<file path="src/hw/rtl/cmdp_pkg.sv">
// ----------------------------------------------------------------------------
// cmdp_pkg
// Types, constants and tables shared by the density plotter modules.
// ----------------------------------------------------------------------------
package cmdp_pkg;

    localparam int GRID       = 256;
    localparam int GRID_LOG2  = 8;
    localparam int COUNT_BITS = 20;
    localparam int POS_W      = GRID_LOG2 + 16;
    localparam int ADDR_W     = 2 * GRID_LOG2;
    localparam int COEF_W     = 23;
    localparam int OPND_W     = COEF_W + 1;
    localparam int CW         = 20;
    localparam int ANG_W      = 21;
    localparam int E_W        = $clog2(COUNT_BITS);
    localparam int LOG_W      = E_W + 8;

    localparam logic [1:0] OP_RUN   = 2'd0;
    localparam logic [1:0] OP_READ  = 2'd1;
    localparam logic [1:0] OP_CLEAR = 2'd2;

    localparam logic [1:0] REG_COEF_A     = 2'd0;
    localparam logic [1:0] REG_COEF_B     = 2'd1;
    localparam logic [1:0] REG_HIT_WEIGHT = 2'd2;
    localparam logic [1:0] REG_RUN_LENGTH = 2'd3;

    localparam logic signed [ANG_W-1:0] PI_Q      = 21'sd205887;
    localparam logic signed [ANG_W-1:0] HALF_PI_Q = 21'sd102944;
    localparam logic signed [ANG_W-1:0] TWO_PI_Q  = 21'sd411775;
    localparam logic signed [CW-1:0]    GAIN_Q    = 20'sd39797;
    localparam logic signed [15:0]      FIFTH_Q   = 16'sd13107;
    localparam longint                  RECIP_2PI = (64'd1 << 32) / 64'd411775;

    localparam logic [POS_W-1:0] POS_CENTER = POS_W'(GRID) << 15;

    typedef logic signed [CW-1:0] trig_t;

    typedef struct packed {
        logic [7:0] shade;
        logic       painted;
        logic       ratio_error;
    } shade_res_t;

    function automatic logic [15:0] atan_q(input logic [3:0] i);
        logic [15:0] v;
        case (i)
            4'd0:    v = 16'd51472;
            4'd1:    v = 16'd30386;
            4'd2:    v = 16'd16055;
            4'd3:    v = 16'd8150;
            4'd4:    v = 16'd4091;
            4'd5:    v = 16'd2047;
            4'd6:    v = 16'd1024;
            4'd7:    v = 16'd512;
            4'd8:    v = 16'd256;
            4'd9:    v = 16'd128;
            4'd10:   v = 16'd64;
            4'd11:   v = 16'd32;
            4'd12:   v = 16'd16;
            4'd13:   v = 16'd8;
            4'd14:   v = 16'd4;
            default: v = 16'd2;
        endcase
        return v;
    endfunction

endpackage

</file>
<file path="src/hw/rtl/cmdp_cordic.sv">
// ----------------------------------------------------------------------------
// cmdp_cordic
// Angle = coef*pos, range reduction, then 16-step rotation CORDIC (sin, cos).
// ----------------------------------------------------------------------------
module cmdp_cordic (
    input  logic                                clk,
    input  logic                                rst_n,
    input  logic                                start,
    input  logic signed [cmdp_pkg::OPND_W-1:0]  coef,
    input  logic [cmdp_pkg::POS_W-1:0]          pos,
    output logic                                done,
    output cmdp_pkg::trig_t                     sin_q,
    output cmdp_pkg::trig_t                     cos_q
);
    import cmdp_pkg::*;

    localparam int PROD_W = OPND_W + POS_W + 1;

    localparam logic [2:0] C_IDLE = 3'd0;
    localparam logic [2:0] C_ANG  = 3'd1;
    localparam logic [2:0] C_REM  = 3'd2;
    localparam logic [2:0] C_FOLD = 3'd3;
    localparam logic [2:0] C_ITER = 3'd4;

    logic [2:0]               state_reg;
    logic signed [PROD_W-1:0] prod_reg;
    logic [23:0]              mag_reg;
    logic                     sign_reg;
    logic [37:0]              qprod_reg;
    logic signed [ANG_W-1:0]  r_reg;
    logic                     flip_reg;
    trig_t                    x_reg, y_reg, z_reg;
    logic [3:0]               step_reg;
    logic                     done_reg;

    logic signed [PROD_W-1:0]    ang_full;
    logic signed [PROD_W-24:0]   ang;
    logic [23:0]                 mag;
    logic [5:0]                  q;
    logic [24:0]                 rm0, rm;
    logic signed [ANG_W-1:0]     r_pos, r_next;
    logic signed [ANG_W-1:0]     r1, r2;
    logic                        flip_next;
    trig_t                       dx, dy, at;

    always_comb
    begin
        ang_full = prod_reg + PROD_W'(64'd1 << 22);
        ang      = ang_full[PROD_W-1:23];
        mag      = ang[PROD_W-24] ? 24'(-ang) : 24'(ang);

        // quotient estimate is low by at most one
        q      = qprod_reg[37:32];
        rm0    = {1'b0, mag_reg} - 25'(25'(q) * 25'(TWO_PI_Q));
        rm     = (rm0 >= 25'(TWO_PI_Q)) ? rm0 - 25'(TWO_PI_Q) : rm0;
        r_pos  = $signed({2'b00, rm[18:0]});
        r_next = sign_reg ? -r_pos : r_pos;

        if (r_reg > PI_Q)
            r1 = r_reg - TWO_PI_Q;
        else if (r_reg < -PI_Q)
            r1 = r_reg + TWO_PI_Q;
        else
            r1 = r_reg;
        flip_next = 1'b0;
        r2        = r1;
        if (r1 > HALF_PI_Q)
        begin
            r2        = PI_Q - r1;
            flip_next = 1'b1;
        end
        else if (r1 < -HALF_PI_Q)
        begin
            r2        = -PI_Q - r1;
            flip_next = 1'b1;
        end

        dx = y_reg >>> step_reg;
        dy = x_reg >>> step_reg;
        at = $signed({4'b0000, atan_q(step_reg)});
    end

    always_ff @(posedge clk or negedge rst_n)
    begin
        if (!rst_n)
        begin
            state_reg <= C_IDLE;
            done_reg  <= 1'b0;
        end
        else
        begin
            done_reg <= (state_reg == C_ITER) && (step_reg == 4'd15);
            unique case (state_reg)
                C_IDLE: if (start) state_reg <= C_ANG;
                C_ANG:  state_reg <= C_REM;
                C_REM:  state_reg <= C_FOLD;
                C_FOLD: state_reg <= C_ITER;
                C_ITER:
                begin
                    if (step_reg == 4'd15)
                        state_reg <= C_IDLE;
                end
                default: state_reg <= C_IDLE;
            endcase
        end
    end

    always_ff @(posedge clk)
    begin
        case (state_reg)
            C_IDLE: prod_reg <= PROD_W'(coef) * $signed({1'b0, pos});
            C_ANG:
            begin
                mag_reg   <= mag;
                sign_reg  <= ang[PROD_W-24];
                qprod_reg <= 38'(mag) * 38'(RECIP_2PI);
            end
            C_REM:  r_reg <= r_next;
            C_FOLD:
            begin
                z_reg    <= r2[CW-1:0];
                flip_reg <= flip_next;
                x_reg    <= GAIN_Q;
                y_reg    <= '0;
                step_reg <= 4'd0;
            end
            C_ITER:
            begin
                if (z_reg >= 0)
                begin
                    x_reg <= x_reg - dx;
                    y_reg <= y_reg + dy;
                    z_reg <= z_reg - at;
                end
                else
                begin
                    x_reg <= x_reg + dx;
                    y_reg <= y_reg - dy;
                    z_reg <= z_reg + at;
                end
                step_reg <= step_reg + 4'd1;
            end
            default: ;
        endcase
    end

    assign done  = done_reg;
    assign sin_q = y_reg;
    assign cos_q = flip_reg ? -x_reg : x_reg;

endmodule

</file>
<file path="config.mk">
export PLATFORM = sky130hd
export DESIGN_NAME = cmdp_cordic
export DESIGN_NICKNAME = d
export VERILOG_FILES = /design/src/hw/rtl/cmdp_pkg.sv /design/src/hw/rtl/cmdp_cordic.sv
export SDC_FILE = /design/constraint.sdc
export NUM_CORES = 2
export LEC_CHECK = 0
export BUFFER_PORTS_ARGS = -buffer_cell sky130_fd_sc_hd__buf_2
export CORE_UTILIZATION = 34
export DETAILED_ROUTE_END_ITERATION = 12
export GPL_TIMING_DRIVEN = 0
export PLACE_DENSITY = 0.57
export SYNTH_ARGS = -nofsm -noshare
export SYNTH_HDL_FRONTEND = slang
export SYNTH_SLANG_ARGS = --single-unit
</file>
<file path="constraint.sdc">
create_clock -name clk -period 8.6 [get_ports clk]
set_input_delay 2.15 -clock clk [delete_from_list [all_inputs] [get_ports clk]]
set_output_delay 2.15 -clock clk [all_outputs]
set_load 0.02 [all_outputs]
</file>
---- Word level (Yosys, flattened, before mapping) ----
Memory sizes are Yosys's and may differ from the RTL's. A register that Yosys moved wholly into a read port is not among the register bits.
Cells that the tools add are included.
cells by class
  $add $sub $neg .......................... 17
  equality and inequality tests ........... 7
  muxes and demuxes ....................... 20
  bitwise logic cells ..................... 0
  reduce and logical (&&, ||, !) cells .... 4
  order comparisons ....................... 6
  divide/modulo/power cells ............... 0
  $mul .................................... 3
  shift-type cells ........................ 2
operators by type and width
  operator                                                              count
  two-way mux 20 bit                                                    6
  one-hot mux 20 bit (2 select lines)                                   3
  adder 49 x 23 -> 49 bit (second input constant)                       1
  multiplier 24 x 25 -> 49 bit                                          1
  two-way mux 21 bit                                                    2
  adder 20 bit                                                          2
  >>> shifter 20 x 4 -> 20 bit                                          2
  subtractor 19 x 20 -> 20 bit (first input constant)                   2
  subtractor 20 bit                                                     2
  two-way mux 19 bit                                                    2
  multiplier 24 x 13 -> 37 bit (second input constant)                  1
  greater-or-equal comparator 25 x 19 -> 1 bit (second input constant)  1
  multiplier 6 x 19 -> 25 bit (second input constant)                   1
  subtractor 24 x 25 -> 25 bit                                          1
  two-way mux 24 bit                                                    1
  negation 24 bit                                                       1
  adder 21 x 20 -> 21 bit (second input constant)                       1
  greater-than comparator 21 x 18 -> 1 bit (second input constant)      1
  greater-than comparator 21 x 19 -> 1 bit (second input constant)      1
  less-than comparator 21 x 18 -> 1 bit (second input constant)         1
  less-than comparator 21 x 19 -> 1 bit (second input constant)         1
  negation 19 -> 21 bit                                                 1
  subtractor 21 x 20 -> 21 bit (second input constant)                  1
  adder 20 x 17 -> 20 bit                                               1
  other kinds (20)                                                      22
storage, ports and cells
  input port bits ......................... 51
  memories kept ........................... 1
  bits in writable memories ............... 0
  bits in read-only memories .............. 256
  bits in registers ....................... 201
  latch bits .............................. 0
  output and inout port bits .............. 41
  word-level logic and storage cells ...... 73
memories
  name             depth  bits a word  rd ports  clocked after memory_dff  wr ports  line            RTL
  (no name shown)  16     16           1         1                         0         cmdp_pkg.sv:47  case (i)

---- Depth between registers and ports, before layout ----
  word-level depth ........................ 7
  gate-level depth with buffers ........... 38
  mapped depth without buffers ............ 36

---- Worst setup path before layout ----
OpenSTA, ideal clock, no wires.
  path type ............................... input to register
  start ................................... input port coef[8] (netlist bit)
  end ..................................... register prod_reg[43] (data pin)
  setup time .............................. 265 ps
  stages .................................. 26
  arrival ................................. 8,675 ps
  path slack .............................. -340 ps
  data required time ...................... 8,335 ps
  buffers on the path ..................... 1
  cells stage by stage .................... clkbuf_1 > nand2_1 > fa_1 > inv_1 > fa_1 > fa_1 > fa_1 > ha_1 > inv_1 > fa_1 > inv_1 > fa_1 > ha_1 > a21o_1 > a2111oi_0 > a21o_1 > a31o_2 > a31oi_1 > a221o_1 > a21boi_0 > o31a_1 > a21boi_0 > o21a_1 > o21a_1 > nor3_1 > nor2_1
between the ends
  longest elaborated chain between the ends .. 1
RTL lines
  item                          line                RTL
  start, declared               cmdp_cordic.sv:9    input logic signed [cmdp_pkg::OPND_W-1:0] coef,
  multiplier 24 x 25 -> 49 bit  cmdp_cordic.sv:111  C_IDLE: prod_reg <= PROD_W'(coef) * $signed({1'b0, pos});
  end signal, assigned          cmdp_cordic.sv:111
  end, declared                 cmdp_cordic.sv:26   logic signed [PROD_W-1:0] prod_reg;
No other way between the ends.
A chain may end at the register's enable or synchronous reset.

---- Final worst setup path ----
  start ................................... input port pos[3] (netlist bit)
  end ..................................... register prod_reg[43] (data pin)
between the ends
  longest elaborated chain between the ends .. 1
RTL lines
  item                          line                RTL
  start, declared               cmdp_cordic.sv:10   input logic [cmdp_pkg::POS_W-1:0] pos,
  multiplier 24 x 25 -> 49 bit  cmdp_cordic.sv:111
No other way between the ends.

==> flow_summary_export.csv <==
group,metric,value,unit
run_status,status,"complete, but fails checks",
run_status,violations,"setup timing",
clock_tree,cts-root-buf,"clkbuf_16",
yosys,syn_area,41500,um2
clock_tree,clock-sinks,164,
setup_path,path_max_fanout,10,
drt,drc,0,
global_routing,antenna_found_initial,2,
clock_tree,cts_made_buffers,17,
cells_and_area,post-route-util,0.390,
drt,wl,115000,um
yosys,syn_inst,4625,
floorplanning,core,120000,um2
sta,min_period,8.74,ns
setup_path,cpMaxStageDelayCell,"fa_1",
clock_tree,hold_buffers,0,
setup_path,rrSetupSlack,0.46,ns
yosys,synth_edf_count,144,
yosys,synth-seq-cells,164,
yosys,yosys_warnings,0,
yosys,synth_top_area_share,0.309,
setup_path,criticalPathCategory,"primary input to flop",
global_routing,grt_pass1_wl,183000,um
flow_run,cap_violations,0,
setup_path,crit_buf_inv,4,
global_routing,grt-ovfl-total,0,
drt,antenna_left,0,
yosys,ys_top_cells_by_area,"fa_1 (31%), ha_1 (14%), edfxtp_1 (10%)",
sta,finClkSkew,0.0205,ns
cells_and_area,largest_register_ffs,27,
clock_tree,cts.reportedPaths.clkPinSlew,0.09,ns
setup_path,endpoint,"prod_reg[43]",
sta,setup_viol,8,
sta,hold_viol,0,
floorplanning,io_pins,92,
setup_path,r2r_end,"qprod_reg[37]",
setup_path,cp.depth,26,
setup_path,critical_path.max_stage_delay,0.56,ns
clock_tree,clk_latency,0.51,ns
floorplanning,die_height,351,um
setup_path,crit_start,"pos[3]",
global_routing,grtUsageTotal,0.189,
cells_and_area,fillers,12200,
sta,worst_pin_slew,1.04,ns
clock_tree,cts_max_path_buffers,2,
yosys,synth_ff_type,"edfxtp_1",
min_path,hold_path.class,"flop to flop",
setup_path,reg2reg_from,"prod_reg[23]",
cells_and_area,drive_above_1_share,0.111,
sta,fmax,114,MHz
sta,slew_viol_final,0,
setup_path,worstRegToRegCells,35,
floorplanning,die_area,123000,um2
sta,fin_tns_setup,-0.802,ns
floorplanning,die_x,351,um
drt,routedWlPerCell,17.8,um
clock_tree,cts_max_level,4,
sta,slew_headroom,0.308,
yosys,syn_area_per_cell,8.97,um2
sta,fin_ws,-0.144,ns
yosys,async_flop_share,0.0244,
setup_path,arrival,8.99,ns
cells_and_area,area_delta_synth_final,13.4,%
clock_tree,cts_tree,"yes",
global_routing,grt_max_degree,67,
yosys,synth_top_area_cell,"fa_1",
placed_design,hpwlAfterDp,95000,um
drt,via_per_inst,5.05,
yosys,syn_nets,5774,
setup_path,crit_family,"adder cells",
setup_path,cp_common_cell,"fa_1",
drt,num_vias,32500,
setup_path,end_kind,"flop",
sta,finalCritPeriodShare,1.02,
placed_design,gp_congestion,0.953,
yosys,ys_seq_area_frac,0.114,
placed_design,placed_cell_area,44100,um2
placed_design,portBuffers,91,
cells_and_area,fin_nets,5973,
setup_path,cp.required,8.84,ns
cells_and_area,design_area,47000,um2
floorplanning,rows,127,
floorplanning,start_util,0.344,
sta,rsz0062_at_grt,"true",
yosys,synth_cell_type_count,97,
setup_path,cp-start-kind,"primary input",
drt,firstDrtPassIters,6,
drt,drt-initial-drc-count,2089,
global_routing,grt_pass1_vias,32900,
[synthesized netlist by cell type, drive strengths merged, types with 8 or more instances]
cell type	instances
nand4	26
o21ai	153
nor3b	10
xor2	107
mux4	29
o32ai	8
o31ai	25
inv	824
nor3	59
nor2	194
nand3b	10
and3	16
o21bai	14
mux2i	40
a21oi	168
and2	215
a31oi	25
nor2b	28
nor4	10
xnor2	189
ha	457
clkbuf	163
o21a	24
nand2	574
dfxtp	16
fa	641
a21o	53
or3	30
or2	21
o211ai	17
nand2b	53
o22ai	15
o41ai	13
nand3	75
edfxtp	144
mux2	13
buf	34
a211oi	18
[worst min-delay path by stage]
| stage | startpoint | end | slack (ns) | cells past startpoint |
|---|---|---|---|---|
| 4_1_cts | state_reg[1] | state_reg[0] | 0.69 | 1 |
| 3_3_place_gp | state_reg[1] | state_reg[0] | 0.63 | 1 |
| 3_5_place_dp | state_reg[1] | state_reg[0] | 0.66 | 1 |
| 6_report | state_reg[0] | state_reg[0] | 0.67 | 2 |
| 2_1_floorplan | state_reg[1] | state_reg[0] | 0.53 | 1 |
| 5_1_grt | state_reg[1] | state_reg[0] | 0.72 | 1 |
[through the flow]
step	instances	setup slack (ns)	hold WS [ns]
after floorplan	4625	0.00000266	0.535
after global placement	6328	-1.82	0.632
after detailed placement	6332	-1.84	0.665
after CTS	6413	-0.239	0.690
after global routing	6449	-0.361	0.718
final	6450	-0.144	0.669
[placed cells by master, fill, tap and decap left out, drive strengths merged, types with 13 or more instances in the layout]
master / count
fa: 641
a21oi: 168
o21bai: 14
clkbuf: 154
xor2: 107
a21o: 53
or3: 30
ha: 457
mux2: 13
inv: 832
or2: 21
nand4: 26
o31ai: 25
o22ai: 15
a31oi: 25
nand2b: 53
nor3: 59
and2: 215
o21a: 24
dfxtp: 16
mux2i: 40
nor2: 194
o21ai: 153
mux4: 29
nor2b: 28
a211oi: 18
and3: 16
edfxtp: 144
nand2: 574
nand3: 75
buf: 240
xnor2: 189
o211ai: 17
o41ai: 13
[worst register-to-register path, delay by kind of cell (launching register included)]
| family | cells | cell delay [ns] |
|---|---|---|
| buf+inv | 6 | 0.52 |
| fa+ha+maj | 7 | 2.89 |
| flops | 1 | 0.44 |
| xor+xnor | 3 | 0.45 |
| simple gates | 9 | 1.86 |
| compound gates | 10 | 1.76 |
[cells by family after synthesis]
group           count (synthesis)  synth area share
simple gates                 1342             0.155
fa+ha+maj                    1098             0.447
buf+inv                      1023            0.0935
compound gates                620            0.0978
xor+xnor                      296            0.0632
flops                         164             0.114
mux                            82            0.0289
[per-layer routing]
metal,up-vias,global-route usage,wire (um)
met1,16200,0.262,51500
met2,932,0.309,53900
met3,135,0.0309,7680
li1,15300,-,-
met4,2,0.0430,2110
met5,-,0,13
[layout make-up]
type / count / area, um2 / share of cell area
antenna: 1 / 2.50 / 0.0000532
clock buffer: 17 / 425 / 0.00904
buffer: 191 / 1650 / 0.0351
timing repair buffer: 186 / 1410 / 0.0299
inverter: 826 / 3100 / 0.0660
sequential: 164 / 4740 / 0.101
multi-input combinational: 3438 / 33500 / 0.711
tap: 1612 / 2020 / 0.0429
clock inverter: 15 / 225 / 0.00479
[timing repair]
action / 4_1_cts / 5_1_grt
setup endpoints to repair: 30 / 26
gates resized for setup: 298 / 128
pin swaps: 45 / 63
cloned: 0 / 2
buffers inserted: 54 / 38
Power is not shown: default switching activity piles up to over one toggle a cycle in this logic, so the estimate is an artifact.
