**src/hw/rtl/cmdp_pkg.sv**
```systemverilog
// ----------------------------------------------------------------------------
// cmdp_pkg
// Types, constants and tables shared by the density plotter modules.
// ----------------------------------------------------------------------------
package cmdp_pkg;

    localparam int GRID       = 256;
    localparam int GRID_LOG2  = 8;
    localparam int COUNT_BITS = 20;
    localparam int POS_W      = GRID_LOG2 + 16;
    localparam int ADDR_W     = 2 * GRID_LOG2;
    localparam int COEF_W     = 23;
    localparam int OPND_W     = COEF_W + 1;
    localparam int CW         = 20;
    localparam int ANG_W      = 21;
    localparam int E_W        = $clog2(COUNT_BITS);
    localparam int LOG_W      = E_W + 8;

    localparam logic [1:0] OP_RUN   = 2'd0;
    localparam logic [1:0] OP_READ  = 2'd1;
    localparam logic [1:0] OP_CLEAR = 2'd2;

    localparam logic [1:0] REG_COEF_A     = 2'd0;
    localparam logic [1:0] REG_COEF_B     = 2'd1;
    localparam logic [1:0] REG_HIT_WEIGHT = 2'd2;
    localparam logic [1:0] REG_RUN_LENGTH = 2'd3;

    localparam logic signed [ANG_W-1:0] PI_Q      = 21'sd205887;
    localparam logic signed [ANG_W-1:0] HALF_PI_Q = 21'sd102944;
    localparam logic signed [ANG_W-1:0] TWO_PI_Q  = 21'sd411775;
    localparam logic signed [CW-1:0]    GAIN_Q    = 20'sd39797;
    localparam logic signed [15:0]      FIFTH_Q   = 16'sd13107;
    localparam longint                  RECIP_2PI = (64'd1 << 32) / 64'd411775;

    localparam logic [POS_W-1:0] POS_CENTER = POS_W'(GRID) << 15;

    typedef logic signed [CW-1:0] trig_t;

    typedef struct packed {
        logic [7:0] shade;
        logic       painted;
        logic       ratio_error;
    } shade_res_t;

    function automatic logic [15:0] atan_q(input logic [3:0] i);
        logic [15:0] v;
        case (i)
            4'd0:    v = 16'd51472;
            4'd1:    v = 16'd30386;
            4'd2:    v = 16'd16055;
            4'd3:    v = 16'd8150;
            4'd4:    v = 16'd4091;
            4'd5:    v = 16'd2047;
            4'd6:    v = 16'd1024;
            4'd7:    v = 16'd512;
            4'd8:    v = 16'd256;
            4'd9:    v = 16'd128;
            4'd10:   v = 16'd64;
            4'd11:   v = 16'd32;
            4'd12:   v = 16'd16;
            4'd13:   v = 16'd8;
            4'd14:   v = 16'd4;
            default: v = 16'd2;
        endcase
        return v;
    endfunction

endpackage

```
**src/hw/rtl/cmdp_shade.sv**
```systemverilog
// ----------------------------------------------------------------------------
// cmdp_shade
// log2 of peak and count by repeated squaring, then a bit-serial divide.
// ----------------------------------------------------------------------------
module cmdp_shade (
    input  logic                              clk,
    input  logic                              rst_n,
    input  logic                              start,
    input  logic [cmdp_pkg::COUNT_BITS-1:0]   cnt,
    input  logic [cmdp_pkg::COUNT_BITS-1:0]   peak,
    output logic                              done,
    output cmdp_pkg::shade_res_t              res
);
    import cmdp_pkg::*;

    localparam int NUM_W = LOG_W + 9;
    localparam int DC_W  = $clog2(NUM_W);

    localparam logic [2:0] S_IDLE = 3'd0;
    localparam logic [2:0] S_NORM = 3'd1;
    localparam logic [2:0] S_SQ   = 3'd2;
    localparam logic [2:0] S_DIV  = 3'd3;
    localparam logic [2:0] S_OUT  = 3'd4;

    logic [2:0]            state_reg;
    logic                  pass_reg;
    logic [COUNT_BITS-1:0] cnt_reg, peak_reg;
    logic [E_W-1:0]        e_reg;
    logic [30:0]           m_reg;
    logic [7:0]            frac_reg;
    logic [2:0]            bit_reg;
    logic [LOG_W-1:0]      lp_reg;
    logic                  err_reg;
    logic [NUM_W-1:0]      num_reg, quo_reg;
    logic [LOG_W-1:0]      rem_reg;
    logic [DC_W-1:0]       dcnt_reg;
    shade_res_t            res_reg;
    logic                  done_reg;

    logic [COUNT_BITS-1:0] v;
    logic [E_W-1:0]        e;
    logic [61:0]           sq;
    logic [31:0]           t;
    logic [7:0]            frac_next;
    logic [LOG_W-1:0]      log_val;
    logic [LOG_W:0]        rem_sh;
    logic                  qbit;
    logic [NUM_W-1:0]      val;
    logic [7:0]            shade_v;

    always_comb
    begin
        v = pass_reg ? cnt_reg : peak_reg;
        e = '0;
        for (int i = 0; i < COUNT_BITS; i++)
            if (v[i]) e = E_W'(i);

        sq        = 62'(m_reg) * 62'(m_reg);
        t         = sq[61:30];
        frac_next = frac_reg;
        if (t[31]) frac_next[bit_reg] = 1'b1;
        log_val   = {e_reg, frac_next};

        rem_sh = {rem_reg, num_reg[NUM_W-1]};
        qbit   = (rem_sh >= (LOG_W+1)'(lp_reg));

        val = NUM_W'(300) - quo_reg;
        if (quo_reg >= NUM_W'(300))
            shade_v = 8'd0;
        else
            shade_v = (val > NUM_W'(255)) ? 8'd255 : val[7:0];
    end

    always_ff @(posedge clk or negedge rst_n)
    begin
        if (!rst_n)
        begin
            state_reg <= S_IDLE;
            done_reg  <= 1'b0;
        end
        else
        begin
            done_reg <= (state_reg == S_OUT);
            unique case (state_reg)
                S_IDLE: if (start) state_reg <= S_NORM;
                S_NORM: state_reg <= S_SQ;
                S_SQ:
                begin
                    if (bit_reg == 3'd0)
                    begin
                        if (!pass_reg)
                            state_reg <= S_NORM;
                        else if (lp_reg == '0)
                            state_reg <= S_OUT;
                        else
                            state_reg <= S_DIV;
                    end
                end
                S_DIV: if (dcnt_reg == DC_W'(NUM_W-1)) state_reg <= S_OUT;
                S_OUT: state_reg <= S_IDLE;
                default: state_reg <= S_IDLE;
            endcase
        end
    end

    always_ff @(posedge clk)
    begin
        case (state_reg)
            S_IDLE:
            begin
                cnt_reg  <= cnt;
                peak_reg <= (peak == '0) ? COUNT_BITS'(1) : peak;
                pass_reg <= 1'b0;
            end
            S_NORM:
            begin
                e_reg    <= e;
                m_reg    <= 31'(v) << (5'd30 - 5'(e));
                frac_reg <= '0;
                bit_reg  <= 3'd7;
            end
            S_SQ:
            begin
                m_reg    <= t[31] ? t[31:1] : t[30:0];
                frac_reg <= frac_next;
                bit_reg  <= bit_reg - 3'd1;
                if (bit_reg == 3'd0)
                begin
                    if (!pass_reg)
                    begin
                        lp_reg   <= log_val;
                        pass_reg <= 1'b1;
                    end
                    else
                    begin
                        err_reg  <= (lp_reg == '0);
                        num_reg  <= NUM_W'(log_val) * NUM_W'(255) + NUM_W'(lp_reg)
                                    - NUM_W'(1);
                        rem_reg  <= '0;
                        quo_reg  <= '0;
                        dcnt_reg <= '0;
                    end
                end
            end
            S_DIV:
            begin
                rem_reg  <= qbit ? LOG_W'(rem_sh - (LOG_W+1)'(lp_reg)) : rem_sh[LOG_W-1:0];
                quo_reg  <= {quo_reg[NUM_W-2:0], qbit};
                num_reg  <= num_reg << 1;
                dcnt_reg <= dcnt_reg + DC_W'(1);
            end
            S_OUT:
            begin
                res_reg.painted     <= 1'b1;
                res_reg.ratio_error <= err_reg;
                res_reg.shade       <= err_reg ? 8'd0 : shade_v;
            end
            default: ;
        endcase
    end

    assign done = done_reg;
    assign res  = res_reg;

endmodule

```
**config.mk**
```make
export PLATFORM = sky130hd
export DESIGN_NAME = cmdp_shade
export DESIGN_NICKNAME = d
export VERILOG_FILES = /design/src/hw/rtl/cmdp_pkg.sv /design/src/hw/rtl/cmdp_shade.sv
export SDC_FILE = /design/constraint.sdc
export NUM_CORES = 2
export LEC_CHECK = 0
export ABC_AREA = 1
export BUFFER_PORTS_ARGS = -buffer_cell sky130_fd_sc_hd__buf_2
export CORE_MARGIN = 1.5
export CORE_UTILIZATION = 45
export CTS_CLUSTER_SIZE = 8
export DETAILED_ROUTE_END_ITERATION = 10
export SYNTH_ARGS = -nofsm -noshare
export SYNTH_HDL_FRONTEND = slang
export SYNTH_SLANG_ARGS = --single-unit
```
**constraint.sdc**
```tcl
create_clock -name clk -period 20.5 [get_ports clk]
set_input_delay 3.075 -clock clk [delete_from_list [all_inputs] [get_ports clk]]
set_output_delay 3.075 -clock clk [all_outputs]
set_load 0.05 [all_outputs]
```
# ---- Word level (Yosys, flattened, before mapping)
# Index checks and enable logic that the tools add are counted.
dict set report classes {
  addsub 7
  multipliers 2
  order_cmp 5
  n_eq_ne 9
  n_shift 1
  muxes 49
  bitwise_logic 2
  n_reduce_logical 14
}
# operator n
set op_table {}
lappend op_table {{$mux W5} 18}
lappend op_table {{$mux W22} 4}
lappend op_table {{$pmux W22 S2} 2}
lappend op_table {{$mul A31 B31 Y62} 1}
lappend op_table {{$pmux W31 S2} 1}
lappend op_table {{$mux W13} 3}
lappend op_table {{$mux W31} 1}
lappend op_table {{$shl A20 B5 Y31} 1}
lappend op_table {{$pmux W13 S2} 1}
lappend op_table {{$add A21 B13 Y22} 1}
lappend op_table {{$ge A22 B9 Y1 const B} 1}
lappend op_table {{$gt A22 B8 Y1 const B} 1}
lappend op_table {{$sub A22 B1 Y22 const B} 1}
lappend op_table {{$sub A9 B22 Y22 const A} 1}
lappend op_table {{$mul A13 B8 Y21 const B} 1}
lappend op_table {{$logic_not A20 Y1} 1}
lappend op_table {{$mux W20} 1}
lappend op_table {{$mux W8} 2}
lappend op_table {{$pmux W8 S2} 1}
lappend op_table {{$mux W3} 5}
lappend op_table {{$ge A14 B13 Y1} 1}
lappend op_table {{$logic_not A13 Y1} 1}
lappend op_table {{$sub A13 B13 Y13} 1}
lappend op_table {{$pmux W3 S4} 1}
lappend op_table {{24 further kinds} 37}
dict set report word_totals {
  regBits 177
  in_bits 43
  output_inout_bits 11
  word_cells 106
}

# ---- Logic depth before layout (Yosys ltp)
dict set report logic_depth {
  depth_word 23
  mapped_depth 62
  ltp_nobuf 60
}

# ---- Least setup slack after synthesis
# Ideal clock, no wire load.
dict set report synth_timing {
  path_kind {flip-flop to flip-flop}
  from {register m_reg[4]}
  to {register num_reg[21], data pin}
  arrival_ns 11.743
  required_time_ns 20.233
  path_slack_ns 8.490
  stages_incl_launch_ff 55
  path_buffers 3
  period_less_slack_ns 12.010
  cell_sequence {edfxtp_1 > clkbuf_1 > buf_1 > nand2_1 > fa_1 > inv_1 > fa_1 > fa_1 > inv_1 > fa_1 > inv_1 > fa_1 > inv_1 > fa_1 > inv_1 > fa_1 > fa_1 > ha_1 > [19 not listed] > inv_1 > fa_1 > inv_1 > ha_1 > nand2_1 > o21a_1 > o21ai_0 > a21oi_1 > o21ai_0 > a21boi_0 > o21ai_0 > nand2_1 > inv_1 > nor2_1 > nor2_1 > nor2_1 > xor2_1 > o21ai_0}
}
dict set report synth_between {
  elab_chain_cells 8
}
# item line_no
set synth_lines {}
lappend synth_lines {{start: declaration} cmdp_shade.sv:29} ;# logic [30:0] m_reg;
lappend synth_lines {{start signal: assignment} cmdp_shade.sv:118} ;# m_reg <= 31'(v) << (5'd30 - 5'(e));
lappend synth_lines {{start signal: assignment} cmdp_shade.sv:124} ;# m_reg <= t[31] ? t[31:1] : t[30:0];
lappend synth_lines {{$mul A31 B31 Y62} cmdp_shade.sv:58} ;# sq = 62'(m_reg) * 62'(m_reg);
lappend synth_lines {{$mux W8} cmdp_shade.sv:61} ;# if (t[31]) frac_next[bit_reg] = 1'b1;
lappend synth_lines {{$mul A13 B8 Y21} cmdp_shade.sv:137} ;# num_reg <= NUM_W'(log_val) * NUM_W'(255) + NUM_W'(lp_reg)
lappend synth_lines {{$add A21 B13 Y22} cmdp_shade.sv:137}
lappend synth_lines {{$sub A22 B1 Y22} cmdp_shade.sv:138} ;# - NUM_W'(1);
lappend synth_lines {{$mux W22} cmdp_shade.sv:129} ;# if (!pass_reg)
lappend synth_lines {{$mux W22} cmdp_shade.sv:127} ;# if (bit_reg == 3'd0)
lappend synth_lines {{$pmux W22 S2} cmdp_shade.sv:108} ;# case (state_reg)
lappend synth_lines {{end signal: assignment} cmdp_shade.sv:137}
lappend synth_lines {{end signal: assignment} cmdp_shade.sv:149} ;# num_reg <= num_reg << 1;
lappend synth_lines {{end: declaration} cmdp_shade.sv:34} ;# logic [NUM_W-1:0] num_reg, quo_reg;
# No other way between the ends. The select of a mux whose other input is x is not followed.
# A chain may end at the register's enable or synchronous reset.

# ---- Worst setup path in the final report
dict set report layout_timing {
  from {register m_reg[18]}
  to {register num_reg[21], data pin}
}
# Same word-level chain as after synthesis.

==> metrics.yaml <==
route:
  drc: 0
  ant_nets: 0
  drt-total-wl_mm: 95.7
  dr.pass1.iters: 6
  wl_per_cell_um: 16.5
  dr.first_iter.drc_count: 1664
  viasPerCell: 4.91
  num_vias: 28482
setup_path:
  end_kind: "register"
  reg2reg_from: "m_reg[18]$_DFFE_PP_"
  max_stage_delay_ns: 0.56
  critical_path_class: "register to register"
  worstReg2RegEnd: "num_reg[21]$_DFFE_PP_"
  r2r_slack_ns: 7.10
  worstPathArrival_ns: 13.59
  cp_common_cell: "fa_1"
  start_kind: "register"
  critPathRequiredTime_ns: 20.69
  cpMaxStageDelayCell: "fa_1"
  reg2reg_depth: 47
  critPathMaxFanout: 31
outcome:
  status: "finished clean"
logic_synthesis:
  synthTopCellsByArea: "fa_1 41%, inv_1 13%, edfxtp_1 13%, ha_1 11%, nand2_1 7.9%"
  yosysSeqAreaShare_pct: 13.2
  yosys_register_bits: 177
  syn_avg_cell_area_um2: 8.61
  ys_top_cells_by_count: "1399 x inv_1, 844 x nand2_1, 816 x fa_1"
  yosysWarnings: 0
  syn_nets: 5866
  yosysTopAreaCellShare_pct: 40.7
  syn_area_um2: 40100
  yosysMostFrequentCell: "inv_1"
  yosysTopAreaCell: "fa_1"
  synth_cells: 4663
  synthArstFlopShare_pct: 2.26
  ys.flop_type: "edfxtp_1"
  ys_types: 59
  synth_edf_count: 173
placed_design:
  hpwl_mm: 76.8
  gp_congestion: 0.946
  io_buffers: 52
  dpl.cell_count: 5764
clock_network:
  postCtsHoldBufs: 0
  cts_setup_buffers: 0
  cts_resized: 0
  clkTransAtPathRegs_ns: 0.08
  cts_root_buf: "clkbuf_16"
  clk_path_buf_depth: 2
  clock_sinks: 177
  clk_latency_ns: 0.45
  cts_tree: "built"
  htreeDepth: 4
  numCtsBuffers: 17
global_routing:
  grtUsageTotal_pct: 22.2
  grt_pass1_wl_mm: 157
  grt_max_degree: 63
  antenna_found_initial: 0
  grt-ovfl-total: 0
  grt_pass1_vias: 30095
die:
  pin_count: 54
  dieArea_um2: 91000
  die_w_um: 302
  coreArea_um2: 88400
  dieHeight_um: 302
  rows: 109
  initial_core_util_pct: 45.4
run:
  drv_cap: 0
sta:
  hold_viol: 0
  period_needed_ns: 13.40
  max_slew.worst_pin.slew_ns: 1.14
  setup_viol: 0
  finalSetupTns_ns: 0
  slew_headroom_pct: 23.7
  fin_crit_sh_pct: 65.3
  skew_ns: 0.0131
  max_freq_mhz: 74.7
  grt_setup_unrepaired: "no"
  slew_violations: 0
min_path:
  whs_path_depth: 0
  hold_path_class: "register to register"
  holdCritStartpoint: "err_reg$_DFFE_PP_"
  hold_end: "res[0]$_DFFE_PP_"
final_layout:
  fin_nets: 5821
  antenna_cells: 0
  areaGrowthSynthToFinish_pct: 5.03
  largest_reg_flops: 31
  drive_above_1_share_pct: 4.04
  stdcell_count: 5796
power_and_ir_drop:
  ir_drop_v: 0.0000906
  power_density_nw_per_um2: 17.7
  p_leak_nw: 23.5
==> layout make-up <==
class	instances	area, µm²
tap	1165	1460
multi-input combinational	2922	29000
sequential	177	5300
clock buffer	17	425
timing repair buffer	90	546
clock inverter	15	194
fill	8691	46200
inverter	1410	5300
==> layout by cell type (no fill, tap or decap), types with 14 or more instances in the layout <==
| master | n |
|---|---|
| a21oi_1 | 142 |
| a31oi_1 | 17 |
| buf_2 | 52 |
| buf_4 | 38 |
| clkbuf_16 | 17 |
| edfxtp_1 | 173 |
| fa_1 | 816 |
| ha_1 | 344 |
| inv_1 | 1399 |
| nand2_1 | 844 |
| nand3_1 | 154 |
| nand4_1 | 14 |
| nor2_1 | 200 |
| nor3_1 | 22 |
| nor4_1 | 14 |
| o211ai_1 | 16 |
| o21ai_0 | 111 |
| or2_2 | 21 |
| xnor2_1 | 42 |
| xor2_1 | 52 |
==> worst max path at each step <==
stage | startpoint | endpoint | slack [ns]
floorplan | m_reg[4]$_DFFE_PP_ | num_reg[21]$_DFFE_PP_ | 8.49
global placement | m_reg[8]$_DFFE_PP_ | num_reg[21]$_DFFE_PP_ | 7.31
detailed placement | m_reg[8]$_DFFE_PP_ | num_reg[21]$_DFFE_PP_ | 7.17
CTS | m_reg[8]$_DFFE_PP_ | num_reg[21]$_DFFE_PP_ | 7.14
global route | m_reg[9]$_DFFE_PP_ | num_reg[21]$_DFFE_PP_ | 6.16
finish | m_reg[18]$_DFFE_PP_ | num_reg[21]$_DFFE_PP_ | 7.10
==> per-layer routing <==
layer  vias up  part of all wire [%]  GRT usage (%)
met3       128                   5.2           2.82
li1      13613                     -              -
met2       682                    48           36.8
met1     14059                    45           30.9
met5         -                     0              0
met4         0                   2.0           5.15
==> cells by family (layout without fill, tap and decap cells) <==
kind of cell / count (synthesis) / count (layout) / share of synthesized area, %
AOI/OAI and AO/OA: 356 / 356 / 5.05
xor gates and xnor gates: 95 / 95 / 2.12
adders and majority gates: 1160 / 1160 / 51.4
buffers and inverters: 1564 / 1532 / 14.8
DFF: 177 / 177 / 13.2
muxes: 1 / 1 / 0.0249
other: 1 / 1 / 0.00934
and+or+nand+nor: 1309 / 1309 / 13.4
==> critical path, delay by kind of cell, from the launching register on <==
family | cells | cell delay [ns]
AOI/OAI and AO/OA | 11 | 2.95
xor gates and xnor gates | 2 | 0.41
DFF | 1 | 0.33
adders and majority gates | 15 | 6.95
and+or+nand+nor | 12 | 1.66
buffers and inverters | 7 | 0.78
==> metrics by stage <==
step	total power, mW	worst slack (ns)	utilization, %	hold slack, ns	instance area (µm²)
after floorplan	0.402	8.49	-	0.427	40100
after global placement	0.406	7.31	47.0	0.502	41500
after detailed placement	0.406	7.17	47.0	0.506	41500
after CTS	0.750	7.14	47.7	0.526	42200
after global routing	0.766	6.16	47.7	0.541	42200
final	0.744	7.10	47.7	0.523	42200
==> report_power, final <==
group	leakage (nW)	total (mW)	switching, mW	internal [mW]
Combinational	21.5	0.00553	0.00253	0.00297
Sequential	1.64	0.392	0	0.392
Clock	0.299	0.347	0.170	0.177
Total	23.5	0.744	0.172	0.572
No activity file was read; power rests on OpenSTA's default activity.
